===== config.mk =====
export PLATFORM = sky130hd
export DESIGN_NAME = tccw_ctrl
export DESIGN_NICKNAME = d
export VERILOG_FILES = /design/src/hdl/tccw_pkg.sv /design/src/hdl/tccw_ctrl.sv
export SDC_FILE = /design/constraint.sdc
export NUM_CORES = 1
export LEC_CHECK = 0
export BUFFER_PORTS_ARGS = -buffer_cell sky130_fd_sc_hd__buf_4
export CAP_MARGIN = 20
export CORE_AREA = 2 2 39 41
export CTS_BUF_LIST = sky130_fd_sc_hd__clkbuf_2 sky130_fd_sc_hd__clkbuf_4 sky130_fd_sc_hd__clkbuf_8
export DETAILED_ROUTE_END_ITERATION = 12
export DIE_AREA = 0 0 41 43
export GPL_ROUTABILITY_DRIVEN = 0
export PLACE_DENSITY = 0.82
export SYNTH_ARGS = -nofsm -noshare
export SYNTH_HDL_FRONTEND = slang
export SYNTH_SLANG_ARGS = --single-unit

===== constraint.sdc =====
create_clock -name clk -period 4.1 [get_ports clk]
set_input_delay 0.205 -clock clk [delete_from_list [all_inputs] [get_ports clk]]
set_output_delay 0.205 -clock clk [all_outputs]
set_load 0.01 [all_outputs]

===== src/hdl/tccw_pkg.sv =====
// ----------------------------------------------------------------------------
// tccw_pkg
// Shared types and constants for the text console character writer.
// ----------------------------------------------------------------------------
package tccw_pkg;

  // fixed field widths of the request and result channels
  localparam int ACTION_W = 2;
  localparam int CHAR_W   = 8;
  localparam int COLOR_W  = 8;
  localparam int RROW_W   = 5;
  localparam int RCOL_W   = 7;
  localparam int OCOL_W   = 7;
  localparam int OROW_W   = 5;
  localparam int LIN_W    = 11;

  // request actions
  typedef enum logic [ACTION_W-1:0] {
    ACT_PUT   = 2'd0,
    ACT_CLEAR = 2'd1,
    ACT_BACK  = 2'd2,
    ACT_READ  = 2'd3
  } act_t;

  // control characters
  localparam logic [CHAR_W-1:0] CH_NULL    = 8'd0;
  localparam logic [CHAR_W-1:0] CH_TAB     = 8'd9;
  localparam logic [CHAR_W-1:0] CH_NEWLINE = 8'd10;
  localparam logic [CHAR_W-1:0] CH_RETURN  = 8'd13;
  localparam logic [CHAR_W-1:0] CH_SPACE   = 8'd32;

  localparam logic [COLOR_W-1:0] BLANK_COLOR_RST = 8'h07;

  typedef enum logic [1:0] {
    CC_PLAIN   = 2'd0,
    CC_NEWLINE = 2'd1,
    CC_RETURN  = 2'd2,
    CC_TAB     = 2'd3
  } chr_class_t;

  typedef enum logic [2:0] {
    CUR_HOLD      = 3'd0,
    CUR_NEXT_COL  = 3'd1,
    CUR_NEXT_LINE = 3'd2,
    CUR_RETURN    = 3'd3,
    CUR_BACK      = 3'd4,
    CUR_HOME      = 3'd5
  } cur_op_t;

  typedef enum logic [2:0] {
    WR_NONE       = 3'd0,
    WR_REQ_CHAR   = 3'd1,
    WR_SPACE_CHAR = 3'd2,
    WR_NL_CELL    = 3'd3,
    WR_ZERO_LEFT  = 3'd4
  } wr_op_t;

  typedef enum logic {
    SW_CLEAR  = 1'b0,
    SW_SCROLL = 1'b1
  } sweep_mode_t;

  // controller to datapath
  typedef struct packed {
    logic        in_ready;
    cur_op_t     cur_op;
    wr_op_t      wr_op;
    logic        tab_load;
    logic        tab_dec;
    logic        sweep_start;
    sweep_mode_t sweep_mode;
    logic        sweep_run;
    logic        rd_issue;
    logic        out_load;
  } tccw_cmd_t;

  // datapath to controller
  typedef struct packed {
    logic       in_valid;
    act_t       act;
    chr_class_t chr;
    logic       col_zero;
    logic       col_last;
    logic       row_last;
    logic       rd_in_range;
    logic       tab_zero;
    logic       tab_last;
    logic       sweep_last;
    logic       out_free;
  } tccw_sts_t;

endpackage


===== src/hdl/tccw_ctrl.sv =====
// ----------------------------------------------------------------------------
// tccw_ctrl
// Sequencer for one request: decode, tab steps, sweeps and result hand-off.
// ----------------------------------------------------------------------------
module tccw_ctrl import tccw_pkg::*; (
  input  logic      clk,
  input  logic      rst_n,
  input  tccw_sts_t sts_i,
  output tccw_cmd_t cmd_o
);

  typedef enum logic [5:0] {
    S_IDLE  = 6'b000001,
    S_EXEC  = 6'b000010,
    S_TAB   = 6'b000100,
    S_SWEEP = 6'b001000,
    S_DRAIN = 6'b010000,
    S_DONE  = 6'b100000
  } state_t;

  state_t state_r, state_nxt;
  logic   wrap_scroll;

  // a put in the bottom right cell wraps into a scroll
  assign wrap_scroll = sts_i.col_last && sts_i.row_last;

  always_comb begin
    cmd_o     = '0;
    state_nxt = state_r;
    unique case (state_r)
      S_IDLE: begin
        cmd_o.in_ready = 1'b1;
        if (sts_i.in_valid) begin
          state_nxt = S_EXEC;
        end
      end
      S_EXEC: begin
        state_nxt = S_DONE;
        unique case (sts_i.act)
          ACT_PUT: begin
            unique case (sts_i.chr)
              CC_PLAIN: begin
                cmd_o.wr_op  = WR_REQ_CHAR;
                cmd_o.cur_op = sts_i.col_last ? CUR_NEXT_LINE : CUR_NEXT_COL;
                if (wrap_scroll) begin
                  cmd_o.sweep_start = 1'b1;
                  cmd_o.sweep_mode  = SW_SCROLL;
                  state_nxt         = S_SWEEP;
                end
              end
              CC_NEWLINE: begin
                if (sts_i.col_zero) begin
                  cmd_o.wr_op = WR_NL_CELL;
                end
                cmd_o.cur_op = CUR_NEXT_LINE;
                if (sts_i.row_last) begin
                  cmd_o.sweep_start = 1'b1;
                  cmd_o.sweep_mode  = SW_SCROLL;
                  state_nxt         = S_SWEEP;
                end
              end
              CC_RETURN: begin
                cmd_o.cur_op = CUR_RETURN;
              end
              CC_TAB: begin
                cmd_o.tab_load = 1'b1;
                state_nxt      = S_TAB;
              end
              default: begin
              end
            endcase
          end
          ACT_CLEAR: begin
            cmd_o.cur_op      = CUR_HOME;
            cmd_o.sweep_start = 1'b1;
            cmd_o.sweep_mode  = SW_CLEAR;
            state_nxt         = S_SWEEP;
          end
          ACT_BACK: begin
            if (!sts_i.col_zero) begin
              cmd_o.wr_op  = WR_ZERO_LEFT;
              cmd_o.cur_op = CUR_BACK;
            end
          end
          ACT_READ: begin
            cmd_o.rd_issue = sts_i.rd_in_range;
          end
          default: begin
          end
        endcase
      end
      S_TAB: begin
        cmd_o.wr_op   = WR_SPACE_CHAR;
        cmd_o.cur_op  = sts_i.col_last ? CUR_NEXT_LINE : CUR_NEXT_COL;
        cmd_o.tab_dec = 1'b1;
        if (wrap_scroll) begin
          cmd_o.sweep_start = 1'b1;
          cmd_o.sweep_mode  = SW_SCROLL;
          state_nxt         = S_SWEEP;
        end else if (sts_i.tab_last) begin
          state_nxt = S_DONE;
        end
      end
      S_SWEEP: begin
        cmd_o.sweep_run = 1'b1;
        if (sts_i.sweep_last) begin
          state_nxt = S_DRAIN;
        end
      end
      S_DRAIN: begin
        state_nxt = sts_i.tab_zero ? S_DONE : S_TAB;
      end
      S_DONE: begin
        if (sts_i.out_free) begin
          cmd_o.out_load = 1'b1;
          state_nxt      = S_IDLE;
        end
      end
      default: begin
        state_nxt = S_IDLE;
      end
    endcase
  end

  always_ff @(posedge clk) begin
    if (!rst_n) begin
      state_r <= S_IDLE;
    end else begin
      state_r <= state_nxt;
    end
  end

`ifndef SYNTHESIS
  a_tab_count_live: assert property (@(posedge clk) disable iff (!rst_n)
    (state_r == S_TAB) |-> !sts_i.tab_zero)
    else $error("tab step with no spaces left");

  a_accept_exec: assert property (@(posedge clk) disable iff (!rst_n)
    (sts_i.in_valid && cmd_o.in_ready) |=> (state_r == S_EXEC))
    else $error("accepted request not decoded next cycle");

  a_sweep_follows: assert property (@(posedge clk) disable iff (!rst_n)
    cmd_o.sweep_start |=> (state_r == S_SWEEP) && cmd_o.sweep_run)
    else $error("sweep started but not run");
`endif

endmodule


---- After elaboration in Yosys (flattened, before gate mapping) ----
Cells that the tools add are included.
Widths: inputs -> output; s select.
operators by class
  equal/unequal tests ..................... 16
  mux-type cells .......................... 34
  reductions and logical operators ........ 4
operators by type and width
  operator            number
  $mux 6              9
  $pmux 6 s6          1
  $pmux 6 s2          2
  $pmux 6 s3          1
  $pmux 2 s2          3
  $pmux 3 s2          2
  $mux 1              10
  $pmux 3 s3          1
  $eq 2x2->1 const B  4
  $mux 2              4
  $eq 6x1->1 const B  1
  $eq 6x2->1 const B  1
  $eq 6x3->1 const B  1
  $eq 6x4->1 const B  1
  $eq 6x5->1 const B  1
  $eq 6x6->1 const B  1
  $ne 2x2->1 const B  3
  $pmux 2 s3          1
  $eq 2x1->1 const B  2
  $logic_not 2->1     2
  $reduce_and 4->1    1
  $ne 3x3->1 const B  1
  $logic_and 1x1->1   1
storage, ports and cells
  register bits ........................... 6
  input bits .............................. 15
  word-level logic and storage cells ...... 55

---- Longest topological paths before layout ----
  depth after elaboration ................. 5
  mapped depth ............................ 7

---- Worst setup path before layout ----
Ideal clock, no wire load.
  path type ............................... register -> output
  from .................................... register state_r[5]
  to ...................................... output cmd_o[11] in the netlist's numbering
  arrival ................................. 1,614 ps
  required time ........................... 3,895 ps
  setup slack ............................. 2,281 ps
  cell stages (with the launch flop) ...... 7
  cell sequence ........................... dfxtp_1 -> nor4_4 -> nand3b_2 -> or3_1 -> buf_6 -> o31ai_4 -> a22o_1
RTL lines
  what                    RTL line          RTL
  start, declared         tccw_ctrl.sv:21   state_t state_r, state_nxt;
  start signal, assigned  tccw_ctrl.sv:129  state_r <= state_nxt;
  end, declared           tccw_ctrl.sv:9    output tccw_cmd_t cmd_o

==> summary.md <==
| Metric | Value |
|---|---|
| Status | `complete, no violations` |
| Max reg flops | `6` |
| Mapped Area | `643 um2` |
| Post-synthesis sequential area ratio | `18.7%` |
| Clk pwr share | `26.9%` |
| Worst-path clk slew | `0.05 ns` |
| Core area | `1380 um2` |
| CP max FO | `7` |
| Number of gates resized after cts | `0` |
| Reg with most FFs | `state_r` |
| Max-Cap Viols | `0` |
| Hold Startpoint | `rst_n` |
| Logic pwr share | `37.5%` |
| Final worst path period share | `55.8%` |
| Die Area | `1760 um2` |
| Starting Density | `46.5%` |
| Crit-path slowest cell | `or3_1` |
| Max Clock Freq | `0.437 GHz` |
| Reg-to-reg startpoint | `state_r[1]` |
| Final non-filler cell total | `131` |
| Critical path class | `flop to output port` |
| Worst-skew pair later-pin latency | `0.24 ns` |
| Reg area | `120 um2` |
| Final Util | `63.9%` |
| Distinct cells, synth | `38` |
| Leakage | `0.000433 uW` |
| Net count after synthesis | `104` |
| Initial antenna violation count | `0` |
| Final WL | `1660 um` |
| Layout cells sized above 1 | `32.2%` |
| Average vias per placed instance | `5.44` |
| Drt first-iter violations | `14` |
| Crit-path cells | `nor4_4 > nand3b_2 > or3_1 > o31ai_4 > a22o_1 > buf_4` |
| Worst R2R Setup Slack | `2.26 ns` |
| Post-placement cell count | `128` |
| Final hold vios | `0` |
| Residual DRC | `0` |
| Internal | `136 uW` |
| Largest net degree at the start of global routing | `9` |
| Hold buffer count at CTS | `0` |
| Max incr delay on CP | `0.45 ns` |
| Power Density | `228 nW/um2` |
| Die X | `41 um` |
| Peak supply drop | `0.193 mV` |
| Setup TNS | `0 ns` |
| Met1 usage | `25.6%` |
| CP Capture Type | `output port` |
| Max-slew violation count | `0` |
| Post-Syn Area per Cell | `7.57 um2` |
| CTS max path bufs | `2` |
| Post-synth top area share | `18.7%` |
| GRT Max-Usage Layer | `met2` |
| Area delta synth->final | `37.5%` |
| CP Data Arrival Time | `2.08 ns` |
| RSZ-0062 raised after global routing | `false` |
| Relative max-transition margin | `65.9%` |
| I/O Buffers | `28` |
| IO Count | `29` |
| Syn Inst Count | `85` |
| Final Setup Violations | `0` |
| Cell family with the largest share of critical-path delay | `simple AND/OR/NAND/NOR gates` |
| TritonCTS clock tree | `yes` |
| Synth area leader | `dfxtp_1` |
| Final #Nets | `136` |
| CTS H-tree lvls | `1` |
| Synthesized flop and latch total | `6` |
| First-pass GRT wire length | `2730 um` |
| CTS buffer count | `3` |
| GR Layer Usage met3 | `6.28%` |
| Detailed Place HPWL | `1410 um` |
| Reg power frac | `35.6%` |
| # diodes | `0` |
| Area taken by multi-input logic gates | `482 um2` |
| Clock Skew | `0.00408 ns` |
| Vias | `713` |
| GR Util All Layers | `22.1%` |
| Worst Max-Slew Pin Slew | `0.507 ns` |
| Vias in the first global route | `666` |
| Die boundary height | `43 um` |
| Post-route ant nets | `0` |
| Post-layout min period | `2.29 ns` |
| First-pass detailed-route iteration total | `4` |
| Crit path from | `state_r[5]` |
| Sw power | `66.0 uW` |
| Power Total | `202 uW` |
| Sw Ratio | `32.7%` |
| Critical Path Start Type | `flop` |
| Clock Sinks | `6` |
| Top post-synthesis cells by area | `dfxtp_1 (19%), ha_1 (7.8%), o21ai_0 (5.4%), inv_1 (4.7%), nor2_1 (4.7%)` |
| Yosys Warn Count | `0` |
| Root Buffer | `clkbuf_4` |
| Fillers | `135` |
| Grt met2 use | `38.4%` |
| Worst path required time | `3.89 ns` |
| Gr ovfl total | `0` |
| HP Class | `primary input to flop` |
| Biggest regs | `state_r x6` |
| Avg WL per Cell | `12.7 um` |
| Rows | `14` |
| Setup Buffers After CTS | `0` |
| CP Buf/Inv Count | `1` |
-- final cells by class --
cell class / count / area share (%)
Clock buffer: 3 / 2.55
Inverter: 8 / 3.39
Multi-Input combinational cell: 70 / 54.5
Sequential cell: 6 / 13.6
Tap cell: 16 / 2.26
Timing Repair Buffer: 28 / 23.8
-- through the flow --
| stage | instance area [um2] | worst slack (ns) | hold WS [ns] |
|---|---|---|---|
| CTS | 885 | 1.81 | 0.166 |
| detailed placement | 862 | 2.09 | 0.423 |
| finish | 885 | 1.81 | 0.173 |
| global placement | 862 | 2.14 | 0.427 |
| global route | 885 | 1.68 | 0.183 |
| floorplan | 643 | 2.28 | 0.285 |
-- cells in the mapped netlist --
library cell  instances
or4_1                 2
dfxtp_1               6
a21oi_1               4
nand3_1               2
o32a_1                1
nand2b_1              2
o32ai_1               1
nor4_1                1
or3_1                 1
nor3b_1               3
o31a_1                1
nor2_1                8
nand3b_1              1
buf_6                 1
nand3b_2              1
and4_1                1
o21ai_0               7
and3_1                3
o21ai_1               3
or3b_4                1
nand2_1               7
and2b_1               1
nand4b_1              1
nor4_4                1
a21boi_0              1
or2_2                 1
and3b_1               1
ha_1                  4
nor2b_1               2
a22o_1                1
a31oi_1               1
xnor2_1               1
nor2_2                1
o31ai_4               1
inv_1                 8
a21o_1                1
o21a_1                1
o311ai_0              1
-- routing by layer --
metal  vias to the layer above  share of wire (%)
li1                        367                  -
met1                       326                 41
met2                        18                 54
met3                         2                4.5
met4                         0               0.84
met5                         -                  0
-- power by group through the flow --
stage	clock network [uW]	logic (uW)	registers, uW
final	54.2	75.7	71.8
after global routing	57.9	85.8	72.5
after CTS	56.0	76.2	71.7
after detailed placement	0	76.0	72.8
after global placement	0	75.4	72.2
after floorplan	0	46.6	70.5
-- cells by family after synthesis --
| family | synth area share [%] |
|---|---|
| XOR/XNOR | 1.36 |
| buffers and inverters | 6.42 |
| AO/OA/AOI/OAI | 25.7 |
| adder cells (fa/ha/maj) | 7.78 |
| flip-flops | 18.7 |
| AND/OR/NAND/NOR | 40.1 |
-- path summary, 6_finish.rpt --
path | endpoint | cells after the start
worst max-delay path | cmd_o[11] | 6
worst min-delay path | state_r[0] | 2
worst max register to register | state_r[5] | 5
worst min register to register | state_r[4] | 2
-- placed cells by master (no fill, tap or decap), drive strengths merged, types with 2 or more instances in the layout --
cell	instances
buf	28
o21ai	10
nor2	9
inv	8
nand2	7
dfxtp	6
a21oi	4
ha	4
and3	3
nor3b	3
clkbuf	3
nor2b	2
or4	2
nand3	2
nand2b	2
nor4	2
nand3b	2
-- worst reg2reg max path: stages, from the launching register on --
cell and delay [ns]:
dfxtp_1 0.36, or4_1 0.58, or3b_4 0.45, o21ai_1 0.13, or2_2 0.14, o21ai_1 0.08
(Power assumes the default switching activity.)
